===== config.mk =====
export PLATFORM = sky130hd
export DESIGN_NAME = escape_rle_image_decoder
export DESIGN_NICKNAME = d
export VERILOG_FILES = /design/src/rtl/erid_pkg.sv /design/src/rtl/erid_front.sv /design/src/rtl/erid_cmd_fifo.sv /design/src/rtl/erid_back.sv /design/src/rtl/escape_rle_image_decoder.sv
export SDC_FILE = /design/constraint.sdc
export NUM_CORES = 1
export LEC_CHECK = 0
export BUFFER_PORTS_ARGS = -buffer_cell sky130_fd_sc_hd__buf_2
export CORE_MARGIN = 2
export CORE_UTILIZATION = 47
export DETAILED_ROUTE_END_ITERATION = 6
export GPL_TIMING_DRIVEN = 0
export RECOVER_POWER = 100
export SLEW_MARGIN = 25
export SYNTH_ARGS = -nofsm -noshare
export SYNTH_HDL_FRONTEND = slang
export SYNTH_SLANG_ARGS = --single-unit

===== constraint.sdc =====
create_clock -name aclk -period 18.8 [get_ports aclk]
set_input_delay 2.82 -clock aclk [delete_from_list [all_inputs] [get_ports aclk]]
set_output_delay 2.82 -clock aclk [all_outputs]
set_load 0.02 [all_outputs]

===== src/rtl/erid_pkg.sv =====
// Shared types and constants for the escape run-length image decoder.
// Depends on nothing; every other file in rtl/ refers to it by scoped names.
`default_nettype none

package erid_pkg;

    localparam logic [7:0] ESCAPE_BYTE = 8'hFF;

    // Depth of the command queue between front and back. Must be a power of two.
    localparam int CMD_FIFO_DEPTH = 2;
    localparam int CMD_PTR_W      = (CMD_FIFO_DEPTH > 1) ? $clog2(CMD_FIFO_DEPTH) : 1;
    localparam int CMD_CNT_W      = $clog2(CMD_FIFO_DEPTH + 1);

    typedef enum logic [1:0] {
        KIND_HEADER = 2'd0,
        KIND_BAD    = 2'd1,
        KIND_RUN    = 2'd2
    } kind_t;

    typedef enum logic [3:0] {
        PH_HDR0   = 4'd0,
        PH_HDR1   = 4'd1,
        PH_HDR2   = 4'd2,
        PH_HDR3   = 4'd3,
        PH_HDR4   = 4'd4,
        PH_HDR5   = 4'd5,
        PH_HDR6   = 4'd6,
        PH_HDR7   = 4'd7,
        PH_IGNORE = 4'd8,
        PH_IDLE   = 4'd9,
        PH_VALUE  = 4'd10,
        PH_CLOW   = 4'd11,
        PH_CHIGH  = 4'd12
    } phase_t;

    // One classified command from the parser to the executor.
    typedef struct packed {
        kind_t       kind;
        logic [15:0] width;
        logic [15:0] height;
        logic [7:0]  value;
        logic [15:0] length;
    } cmd_t;

    // Magic tag "NOVA", one byte per header position.
    function automatic logic [7:0] magic_byte(input logic [1:0] idx);
        logic [7:0] b;
        unique case (idx)
            2'd0: b = 8'h4E;
            2'd1: b = 8'h4F;
            2'd2: b = 8'h56;
            2'd3: b = 8'h41;
            default: b = 8'h00;
        endcase
        return b;
    endfunction

endpackage

`default_nettype wire


===== src/rtl/erid_front.sv =====
// Byte parser: header check, escape assembly, literal classification.
// Depends on erid_pkg for the phase encoding and the command struct.
`default_nettype none

module erid_front (
    input  wire                  aclk,
    input  wire                  aresetn,
    input  wire                  in_accept,
    input  wire  [7:0]           in_byte,
    input  wire                  in_sof,
    output logic                 cmd_push,
    output erid_pkg::cmd_t       cmd
);

    erid_pkg::phase_t phase_reg, phase_next;
    logic             match_reg, match_next;
    logic [15:0]      width_reg, width_next;
    logic [15:0]      height_reg, height_next;
    logic [7:0]       esc_value_reg, esc_value_next;
    logic [7:0]       count_low_reg, count_low_next;

    erid_pkg::phase_t ph;
    logic             mm;
    logic             cmd_valid;
    logic [15:0]      esc_len;

    always_comb begin
        // A start-of-file byte is always header byte zero with a fresh match flag.
        ph             = in_sof ? erid_pkg::PH_HDR0 : phase_reg;
        mm             = in_sof ? 1'b1 : match_reg;
        esc_len        = {in_byte, count_low_reg};
        phase_next     = ph;
        match_next     = mm;
        width_next     = width_reg;
        height_next    = height_reg;
        esc_value_next = esc_value_reg;
        count_low_next = count_low_reg;
        cmd_valid      = 1'b0;
        cmd            = '0;
        unique case (ph)
            erid_pkg::PH_HDR0: begin
                match_next = mm && (in_byte == erid_pkg::magic_byte(2'd0));
                phase_next = erid_pkg::PH_HDR1;
            end
            erid_pkg::PH_HDR1: begin
                match_next = mm && (in_byte == erid_pkg::magic_byte(2'd1));
                phase_next = erid_pkg::PH_HDR2;
            end
            erid_pkg::PH_HDR2: begin
                match_next = mm && (in_byte == erid_pkg::magic_byte(2'd2));
                phase_next = erid_pkg::PH_HDR3;
            end
            erid_pkg::PH_HDR3: begin
                match_next = mm && (in_byte == erid_pkg::magic_byte(2'd3));
                phase_next = erid_pkg::PH_HDR4;
            end
            erid_pkg::PH_HDR4: begin
                width_next[7:0] = in_byte;
                phase_next      = erid_pkg::PH_HDR5;
            end
            erid_pkg::PH_HDR5: begin
                width_next[15:8] = in_byte;
                phase_next       = erid_pkg::PH_HDR6;
            end
            erid_pkg::PH_HDR6: begin
                height_next[7:0] = in_byte;
                phase_next       = erid_pkg::PH_HDR7;
            end
            erid_pkg::PH_HDR7: begin
                height_next[15:8] = in_byte;
                cmd_valid         = 1'b1;
                if (mm) begin
                    cmd.kind   = erid_pkg::KIND_HEADER;
                    cmd.width  = width_reg;
                    cmd.height = {in_byte, height_reg[7:0]};
                    phase_next = erid_pkg::PH_IDLE;
                end else begin
                    cmd.kind   = erid_pkg::KIND_BAD;
                    phase_next = erid_pkg::PH_IGNORE;
                end
            end
            erid_pkg::PH_IGNORE: begin
                phase_next = erid_pkg::PH_IGNORE;
            end
            erid_pkg::PH_VALUE: begin
                esc_value_next = in_byte;
                phase_next     = erid_pkg::PH_CLOW;
            end
            erid_pkg::PH_CLOW: begin
                count_low_next = in_byte;
                phase_next     = erid_pkg::PH_CHIGH;
            end
            erid_pkg::PH_CHIGH: begin
                phase_next = erid_pkg::PH_IDLE;
                // An escape with a zero count produces nothing.
                if (esc_len != 16'd0) begin
                    cmd_valid  = 1'b1;
                    cmd.kind   = erid_pkg::KIND_RUN;
                    cmd.value  = esc_value_reg;
                    cmd.length = esc_len;
                end
            end
            default: begin
                // Pixel idle; unused codes behave the same way.
                if (in_byte == erid_pkg::ESCAPE_BYTE) begin
                    phase_next = erid_pkg::PH_VALUE;
                end else begin
                    phase_next = erid_pkg::PH_IDLE;
                    cmd_valid  = 1'b1;
                    cmd.kind   = erid_pkg::KIND_RUN;
                    cmd.value  = in_byte;
                    cmd.length = 16'd1;
                end
            end
        endcase
        cmd_push = in_accept && cmd_valid;
    end

    always_ff @(posedge aclk) begin
        if (!aresetn) begin
            phase_reg     <= erid_pkg::PH_HDR0;
            match_reg     <= 1'b1;
            width_reg     <= '0;
            height_reg    <= '0;
            esc_value_reg <= '0;
            count_low_reg <= '0;
        end else if (in_accept) begin
            phase_reg     <= phase_next;
            match_reg     <= match_next;
            width_reg     <= width_next;
            height_reg    <= height_next;
            esc_value_reg <= esc_value_next;
            count_low_reg <= count_low_next;
        end
    end

endmodule

`default_nettype wire


===== src/rtl/erid_cmd_fifo.sv =====
// Short command queue between parser and executor, flip-flop storage.
// Depends on erid_pkg for the command struct and queue depth.
`default_nettype none

module erid_cmd_fifo (
    input  wire                  aclk,
    input  wire                  aresetn,
    input  wire                  push,
    input  erid_pkg::cmd_t       push_cmd,
    output logic                 has_room,
    input  wire                  pop,
    output logic                 head_valid,
    output erid_pkg::cmd_t       head_cmd
);

    erid_pkg::cmd_t                   store [erid_pkg::CMD_FIFO_DEPTH];
    logic [erid_pkg::CMD_PTR_W-1:0]   wr_ptr_reg;
    logic [erid_pkg::CMD_PTR_W-1:0]   rd_ptr_reg;
    logic [erid_pkg::CMD_CNT_W-1:0]   count_reg, count_next;

    assign has_room   = count_reg < erid_pkg::CMD_CNT_W'(erid_pkg::CMD_FIFO_DEPTH);
    assign head_valid = count_reg != '0;
    assign head_cmd   = store[rd_ptr_reg];

    always_comb begin
        count_next = count_reg;
        if (push && !pop) begin
            count_next = count_reg + 1'b1;
        end else if (pop && !push) begin
            count_next = count_reg - 1'b1;
        end
    end

    always_ff @(posedge aclk) begin
        if (!aresetn) begin
            wr_ptr_reg <= '0;
            rd_ptr_reg <= '0;
            count_reg  <= '0;
        end else begin
            if (push) begin
                wr_ptr_reg <= wr_ptr_reg + 1'b1;
            end
            if (pop) begin
                rd_ptr_reg <= rd_ptr_reg + 1'b1;
            end
            count_reg <= count_next;
        end
    end

    always_ff @(posedge aclk) begin
        if (push) begin
            store[wr_ptr_reg] <= push_cmd;
        end
    end

    a_no_overflow: assert property (@(posedge aclk) disable iff (!aresetn)
        push |-> (has_room || pop))
        else $error("command pushed into a full queue");

endmodule

`default_nettype wire


===== src/rtl/erid_back.sv =====
// Executor: tracks pixel position against width*height and holds the output register.
// Depends on erid_pkg for the command struct and result kinds.
`default_nettype none

module erid_back (
    input  wire                  aclk,
    input  wire                  aresetn,
    input  wire                  head_valid,
    input  erid_pkg::cmd_t       head_cmd,
    output logic                 pop,
    input  wire                  out_ready,
    output logic                 out_valid,
    output erid_pkg::kind_t      out_kind,
    output logic [15:0]          out_width,
    output logic [15:0]          out_height,
    output logic [31:0]          out_start,
    output logic [7:0]           out_value,
    output logic [15:0]          out_length,
    output logic                 out_overrun
);

    logic            valid_reg;
    erid_pkg::kind_t kind_reg;
    logic [15:0]     width_reg, height_reg, length_reg;
    logic [31:0]     start_reg;
    logic [7:0]      value_reg;
    logic            overrun_reg;

    logic [31:0]     pos_reg, pos_next;
    logic [31:0]     total_reg, total_next;
    logic [32:0]     end_sum;
    logic            over;

    assign pop     = head_valid && (!valid_reg || out_ready);
    assign end_sum = {1'b0, pos_reg} + {17'd0, head_cmd.length};
    assign over    = end_sum > {1'b0, total_reg};

    always_comb begin
        pos_next   = pos_reg;
        total_next = total_reg;
        unique case (head_cmd.kind)
            erid_pkg::KIND_HEADER: begin
                pos_next   = '0;
                total_next = {16'd0, head_cmd.width} * {16'd0, head_cmd.height};
            end
            erid_pkg::KIND_RUN: begin
                pos_next = over ? total_reg : end_sum[31:0];
            end
            default: begin
                pos_next = pos_reg;
            end
        endcase
    end

    always_ff @(posedge aclk) begin
        if (!aresetn) begin
            valid_reg <= 1'b0;
            pos_reg   <= '0;
            total_reg <= '0;
        end else begin
            if (pop) begin
                valid_reg <= 1'b1;
                pos_reg   <= pos_next;
                total_reg <= total_next;
            end else if (out_ready) begin
                valid_reg <= 1'b0;
            end
        end
    end

    always_ff @(posedge aclk) begin
        if (pop) begin
            kind_reg    <= head_cmd.kind;
            width_reg   <= '0;
            height_reg  <= '0;
            start_reg   <= '0;
            value_reg   <= '0;
            length_reg  <= '0;
            overrun_reg <= 1'b0;
            if (head_cmd.kind == erid_pkg::KIND_HEADER) begin
                width_reg  <= head_cmd.width;
                height_reg <= head_cmd.height;
            end else if (head_cmd.kind == erid_pkg::KIND_RUN) begin
                start_reg   <= pos_reg;
                value_reg   <= head_cmd.value;
                length_reg  <= head_cmd.length;
                overrun_reg <= over;
            end
        end
    end

    assign out_valid   = valid_reg;
    assign out_kind    = kind_reg;
    assign out_width   = width_reg;
    assign out_height  = height_reg;
    assign out_start   = start_reg;
    assign out_value   = value_reg;
    assign out_length  = length_reg;
    assign out_overrun = overrun_reg;

    a_pos_bounded: assert property (@(posedge aclk) disable iff (!aresetn)
        pos_reg <= total_reg)
        else $error("pixel position beyond image size");

    a_run_nonzero: assert property (@(posedge aclk) disable iff (!aresetn)
        (valid_reg && kind_reg == erid_pkg::KIND_RUN) |-> (length_reg != 16'd0))
        else $error("run record with zero length");

    a_header_resets_pos: assert property (@(posedge aclk) disable iff (!aresetn)
        (pop && head_cmd.kind == erid_pkg::KIND_HEADER) |=> (pos_reg == 32'd0))
        else $error("header did not rewind pixel position");

endmodule

`default_nettype wire


===== src/rtl/escape_rle_image_decoder.sv =====
// Top level of the escape run-length image decoder: parser, command queue, executor.
// Depends on erid_pkg, erid_front, erid_cmd_fifo and erid_back.
`default_nettype none

//  Channel | Direction | tdata                                  | tuser
//  --------+-----------+----------------------------------------+-------------------
//  s_      | in        | data_byte[7:0]                         | start_of_file
//  m_      | out       | width, height, start, value, length,   | kind (0 header,
//          |           | overrun (see port comment), 96 bits    | 1 bad, 2 run)
//
// One byte beat is accepted per cycle while s_tready is high; a result reaches m_
// after the beat that causes it, by way of the parser's queue write and then the output
// register, and results flow at one per cycle while m_tready is high. The rate is set
// by the parser's phase update per beat and the executor's one add-and-compare per run.
// aresetn is synchronous and active low; it restarts the parser at header byte zero
// and empties the queue and output register. When m_tready is held low the output
// register and the two-entry queue fill, and s_tready drops only when the queue is full.

module escape_rle_image_decoder (
    input  wire          aclk,
    input  wire          aresetn,
    input  wire          s_tvalid,
    output logic         s_tready,
    input  wire  [7:0]   s_tdata,   // [7:0] data_byte
    input  wire  [0:0]   s_tuser,   // [0] start_of_file
    output logic         m_tvalid,
    input  wire          m_tready,
    // [15:0] image_width, [31:16] image_height, [63:32] run_start,
    // [71:64] pixel_value, [87:72] run_length, [88] overrun, [95:89] zero
    output logic [95:0]  m_tdata,
    output logic [1:0]   m_tuser    // [1:0] kind
);

    logic            in_accept;
    logic            cmd_push;
    erid_pkg::cmd_t  cmd;
    logic            has_room;
    logic            pop;
    logic            head_valid;
    erid_pkg::cmd_t  head_cmd;

    erid_pkg::kind_t out_kind;
    logic [15:0]     out_width, out_height, out_length;
    logic [31:0]     out_start;
    logic [7:0]      out_value;
    logic            out_overrun;

    // The parser takes a beat whenever the queue can hold one more command, even
    // if the beat turns out to produce none.
    assign s_tready  = has_room;
    assign in_accept = s_tvalid && s_tready;

    erid_front u_front (
        .aclk      (aclk),
        .aresetn   (aresetn),
        .in_accept (in_accept),
        .in_byte   (s_tdata),
        .in_sof    (s_tuser[0]),
        .cmd_push  (cmd_push),
        .cmd       (cmd)
    );

    erid_cmd_fifo u_fifo (
        .aclk       (aclk),
        .aresetn    (aresetn),
        .push       (cmd_push),
        .push_cmd   (cmd),
        .has_room   (has_room),
        .pop        (pop),
        .head_valid (head_valid),
        .head_cmd   (head_cmd)
    );

    erid_back u_back (
        .aclk        (aclk),
        .aresetn     (aresetn),
        .head_valid  (head_valid),
        .head_cmd    (head_cmd),
        .pop         (pop),
        .out_ready   (m_tready),
        .out_valid   (m_tvalid),
        .out_kind    (out_kind),
        .out_width   (out_width),
        .out_height  (out_height),
        .out_start   (out_start),
        .out_value   (out_value),
        .out_length  (out_length),
        .out_overrun (out_overrun)
    );

    // Pack the result fields lowest first and pad to whole bytes.
    assign m_tdata = {7'd0, out_overrun, out_length, out_value, out_start,
                      out_height, out_width};
    assign m_tuser = out_kind;

endmodule

`default_nettype wire

### Word level (Yosys, flattened, before mapping)

Memory sizes are Yosys's and may differ from the RTL's. A register that Yosys moved wholly into a read port is not among the register bits.
Cells that the tools add are included.

| word-level totals | value |
|---|---|
| register bits | 205 |
| memory bits (writable) | 116 |
| input port bits | 13 |
| output and inout port bits | 100 |
| logic and storage cells | 105 |
| memories kept | 1 |

| operators by class | value |
|---|---|
| add/sub/neg operators | 5 |
| multiply operators | 1 |
| $lt $le $gt $ge | 2 |
| equality and inequality tests | 17 |
| muxes and demuxes | 28 |
| bitwise operators | 1 |
| reductions and logical operators | 30 |

Memories:

| name | depth | bits a word | rd ports | clocked after memory_dff | wr ports | line | source |
|---|---|---|---|---|---|---|---|
| u_fifo.store | 2 | 58 | 1 | 1 | 1 | erid_cmd_fifo.sv:16 | `erid_pkg::cmd_t store [erid_pkg::CMD_FIFO_DEPTH];` |

Operators with widths:

| kind | number |
|---|---|
| two-way mux 32 bit | 3 |
| one-hot mux 32 bit (2 select lines) | 1 |
| two-way mux 24 bit | 2 |
| one-hot mux 24 bit (2 select lines) | 1 |
| one-hot mux 4 bit (12 select lines) | 1 |
| adder 32 x 16 -> 33 bit | 1 |
| greater-than comparator 33 x 32 -> 1 bit | 1 |
| == test 8 x 7 -> 1 bit, second input constant | 4 |
| multiplier 16 x 16 -> 32 bit | 1 |
| == test 4 x 3 -> 1 bit, second input constant | 4 |
| == test 4 bit, second input constant | 4 |
| nonzero test 16 bit | 1 |
| AND reduction 2 bit | 7 |
| two-way mux 1 bit | 11 |
| OR reduction 11 bit | 1 |
| two-way mux 2 bit | 5 |
| OR reduction 10 bit | 1 |
| logical AND 1 bit | 9 |
| == test 4 x 2 -> 1 bit, second input constant | 2 |
| == test 8 bit, second input constant | 1 |
| nonzero test 2 bit | 4 |
| one-hot mux 2 bit (3 select lines) | 1 |
| == test 4 x 1 -> 1 bit, second input constant | 1 |
| zero test 4 bit | 1 |
| 13 further kinds | 16 |

### Longest topological paths before layout

| depth | value |
|---|---|
| depth after elaboration | 9 |
| gate-level depth with buffers | 27 |
| mapped depth without buffers | 23 |

### By module

A second synthesis with hierarchy kept.

| unflattened totals | value |
|---|---|
| cell total of the unflattened synthesis | 2,225 |
| area, all modules | 23,342.4 sq um |

By module, submodules not included:

| module | instances | cells an instance | area each (sq um) | seq. area each (sq um) |
|---|---|---|---|---|
| erid_back | 1 | 1,725 | 16,264.3 | 4,033.9 |
| erid_cmd_fifo | 1 | 202 | 4,476.8 | 3,583.4 |
| erid_front | 1 | 288 | 2,531.2 | 900.9 |
| escape_rle_image_decoder | 1 | 10 | 70.1 | 0.0 |

### Worst setup path before layout

No wires, ideal clock.

| timing | value |
|---|---|
| path type | input to register |
| start | input s_tuser |
| end | memory u_fifo.store[0][0] in the netlist's numbering, enable pin |
| setup time | 0.481 ns |
| arrival | 6.768 ns |
| required time | 18.319 ns |
| setup slack | 11.551 ns |
| cell stages on the path | 9 |
| path buffers | 2 |
| path through | clkbuf_1 > nor2b_1 > and3_1 > clkbuf_1 > inv_1 > a31oi_2 > or2_2 > o21a_1 > nor2b_1 |

| on the way | value |
|---|---|
| word-level cells in the longest chain between the ends | 7 |
| elaborated cells between the ends (all ways) | 18 |
| classes of those cells | eq/ne (11); mux (4); reduce/logical (3) |

RTL lines:

| element | line | source |
|---|---|---|
| start, declared | escape_rle_image_decoder.sv:25 | `input wire [0:0] s_tuser,` |
| two-way mux 4 bit (*) | erid_front.sv:29 | `ph = in_sof ? erid_pkg::PH_HDR0 : phase_reg;` |
| == test 4 x 1 -> 1 bit, or another cell as far along | erid_front.sv:40 | `unique case (ph)` |
| OR reduction 10 bit (no source line) | -- |  |
| one-hot mux 1 bit (3 select lines) (*) | erid_front.sv:40 |  |
| logical AND 1 bit (*) | erid_front.sv:116 | `cmd_push = in_accept && cmd_valid;` |
| net cmd_push | escape_rle_image_decoder.sv:35 | `logic cmd_push;` |
| two-way mux 1 bit (*) | erid_cmd_fifo.sv:51 | `if (push) begin` |
| two-way mux 1 bit (implied by the code) (*) | erid_cmd_fifo.sv:52 | `store[wr_ptr_reg] <= push_cmd;` |
| end, declared | erid_cmd_fifo.sv:16 |  |

The timed path passes the listed nets; every way through them passes the cells marked *.

==> impl_metrics.yaml <==
outcome:
  outcome: "complete, but fails checks"
  failed_checks: "capacitance limit, slew limit"
synthesis:
  synth-compound-area-share_pct: 7.80
  synth.area.mux_share_pct: 6.18
  synthXorXnorAreaFrac_pct: 2.02
  synth_cells: 2259
  synth-edff-count: 207
  ys.flop_type: "edfxtp_1"
  synthSimpleGateAreaFrac_pct: 14.7
  async_flop_share_pct: 0
  synth_area_um2: 22900
  syn_avg_cell_area_um2: 10.2
  synth-seq-cells: 322
  ys_seq_area_share_pct: 37.1
  ys_types: 79
  yosys.area_share.adder_pct: 25.4
  synth_top_family_by_area: "adder cells"
  ys_warn_count: 0
critical_path:
  end_kind: "flip-flop"
  slowest_stage: "mux2i_1"
  path_class: "reg -> reg"
  cp_common_cell: "fa_1"
  crit_path_start_kind: "flip-flop"
  cp.required_ps: 19220
  worstPathMaxFanout: 10
  crit_arrival_ps: 9780
  slowest_delay_ps: 1230
  cp_cell_sequence: "clkbuf_1 > clkbuf_1 > clkbuf_1 > mux2i_1 > nor2_1 > fa_1 > inv_1 > fa_1 > fa_1 > fa_1 > inv_1 > fa_1 > inv_1 > fa_1 > inv_1 > ha_1 > a21oi_1 > o21ai_0 > a32oi_1 > nand3_1 > a2111oi_0 > o31ai_1 > xnor2_1 > a21oi_1"
clock_tree:
  cts.sinks: 322
  cts_max_path_buffers: 3
  clock_latency_ps: 560
  clkSlewWorstSetupHoldPaths_ps: 60
  cts_inserted_buffers: 37
  cts_tree: "built"
  cts_setup_buffers: 0
  cts-resized-gates: 0
  cts_hold_buf: 0
  root_buffer: "clkbuf_16"
  htreeDepth: 2
timing:
  finalHoldViolations: 0
  fin_crit_sh_pct: 49.8
  rsz0062_at_grt: "no"
  fin_crit_ps: 9360
  slew_violations: 175
  setup_viol: 0
  relSlewSlack_pct: -111
  worstMarginPinSlew_ps: 3160
  fin_tns_setup_ps: 0
  finClkSkew_ps: 18.8
  fmax_ghz: 0.107
layout:
  largest_reg_flops: 116
  multiInputGateArea_um2: 12900
  fillers: 4390
  layout.nets: 2773
  register_area_um2: 8520
  syn_to_final_growth_pct: 10.2
  max_flop_register: "u_fifo.store"
  n_antenna_cell: 0
  final_layout_size_suffix_gt1_share_pct: 5.94
detailed_routing:
  totalWireLength_mm: 63.6
  avgViaCountPerCell: 5.56
  detail-route-antenna-nets: 0
  drc: 0
  drt-wirelength-per-cell_um: 20.8
  drtIter0Drc: 1341
  vias: 17000
  drt_pass1_iterations: 5
die:
  chipWidth_um: 225
  coreArea_um2: 47900
  pin_count: 113
  die_y_um: 225
  num_rows: 80
  initial_utilization_pct: 47.8
  dieArea_um2: 50600
grt:
  overflow: 0
  grt_pass1_vias: 17200
  grt_pass1_wl_mm: 98.2
  grt_usage_pct: 25.6
  antenna_found_initial: 1
  grt_max_degree: 59
placed_design:
  dp_hpwl_mm: 49.1
  place_congestion: 0.939
  port_buffers: 102
hold_path:
  min-delay-start: "u_back.total_reg[10]"
  worstHoldPathType: "reg -> reg"
run:
  cap_violations: 6
-- synthesized netlist by cell type (5+ instances only) --
library cell,count,area share (%)
o31ai_1,7,0.23
dfxtp_1,115,10
a211oi_1,16,0.52
a21o_1,22,0.72
o211ai_1,5,0.16
edfxtp_1,207,27
buf_1,11,0.18
nand2_1,228,3.7
nor4_1,12,0.33
a21oi_1,70,1.5
fa_1,195,17
nor3_1,27,0.59
xnor2_1,37,1.4
o21ai_0,40,0.87
a22o_1,8,0.31
nand3_1,29,0.63
inv_1,280,4.6
nand4_1,19,0.52
nand3b_1,8,0.26
a31o_2,7,0.27
ha_1,153,8.3
xor2_1,16,0.61
mux2_2,45,2.2
a311o_1,5,0.22
a221o_1,6,0.26
clkbuf_1,79,1.3
o311ai_1,7,0.27
nor2_1,272,4.5
or2_2,6,0.16
mux2i_1,91,4.0
and2_1,19,0.52
and3_1,81,2.2
buf_2,12,0.26
or3_1,7,0.19
a31oi_1,9,0.25
nand2b_1,11,0.30
buf_4,8,0.26
o21ai_1,9,0.20
nor2b_1,8,0.22
-- cell type report --
class | instances | area share, %
clock buffer | 58 | 4.22
timing repair buffer | 108 | 1.67
inverter | 282 | 4.19
sequential | 322 | 33.7
multi-input combinational | 1548 | 51.0
tap | 615 | 3.04
clock inverter | 10 | 0.332
buffer | 113 | 1.83
-- routing by layer --
layer	GRT usage, %	routed length (um)	vias to the layer above
li1	-	-	7915
met1	35.8	28700	8391
met2	41.5	29400	589
met3	3.85	4140	84
met4	7.07	1430	0
met5	0	0	-
-- worst paths after layout --
kind	end	slack (ps)	cells after the start
setup / recovery	u_back.total_reg[31]	9440	24
hold / removal	u_back.total_reg[10]	450	2
setup reg to reg	u_back.total_reg[31]	9440	24
hold reg to reg	u_back.total_reg[10]	450	2
-- placed cells by master (no fill, tap or decap), drive strengths merged, types with 6 or more instances in the layout --
cell / instances
or2: 9
a22o: 8
nor2b: 8
a221o: 6
mux2: 45
a31o: 7
o211ai: 6
nor3: 27
o311ai: 9
fa: 195
nor2: 272
a31oi: 10
nand3: 29
ha: 153
a21o: 22
clkinv: 8
conb: 7
or3: 7
a21oi: 71
nand4: 20
nand2: 228
o31ai: 7
nand3b: 8
inv: 282
clkbuf: 254
xnor2: 37
and3: 81
nand2b: 11
edfxtp: 207
a211oi: 16
xor2: 16
mux2i: 91
and2: 19
dfxtp: 115
nor4: 14
o21ai: 49
buf: 25
-- critical path, delay by kind of cell (launching register included) --
kind,cells,cell delay (ps)
AOI/OAI and AO/OA,6,1770
xor gates and xnor gates,1,270
adders and majority gates,7,3420
buffers and inverters,7,1810
DFF,1,310
muxes,1,1230
and+or+nand+nor,2,370
-- per-stage QoR --
| stage | hold slack (ps) | worst slack [ps] | area (um^2) | util, % | instances |
|---|---|---|---|---|---|
| final | 454 | 9440 | 25300 | 52.7 | 3056 |
| after detailed placement | 447 | 9950 | 24400 | 51.0 | 2988 |
| after CTS | 455 | 9940 | 25600 | 53.4 | 3056 |
| after global routing | 479 | 8940 | 25300 | 52.7 | 3056 |
| after floorplan | 432 | 11550 | 23000 | - | 2265 |
| after global placement | 446 | 9430 | 24200 | 50.6 | 2982 |
-- kinds of logic (layout without fill, tap and decap cells) --
| family | count (synthesis) | after routing |
|---|---|---|
| simple gates | 742 | 742 |
| xor+xnor | 53 | 53 |
| other cells | 1 | 7 |
| mux | 136 | 136 |
| compound gates | 262 | 262 |
| flops | 322 | 322 |
| fa+ha+maj | 348 | 348 |
| buf+inv | 395 | 571 |
Power is not shown: default switching activity piles up to over one toggle a cycle in this logic, so the estimate is an artifact.
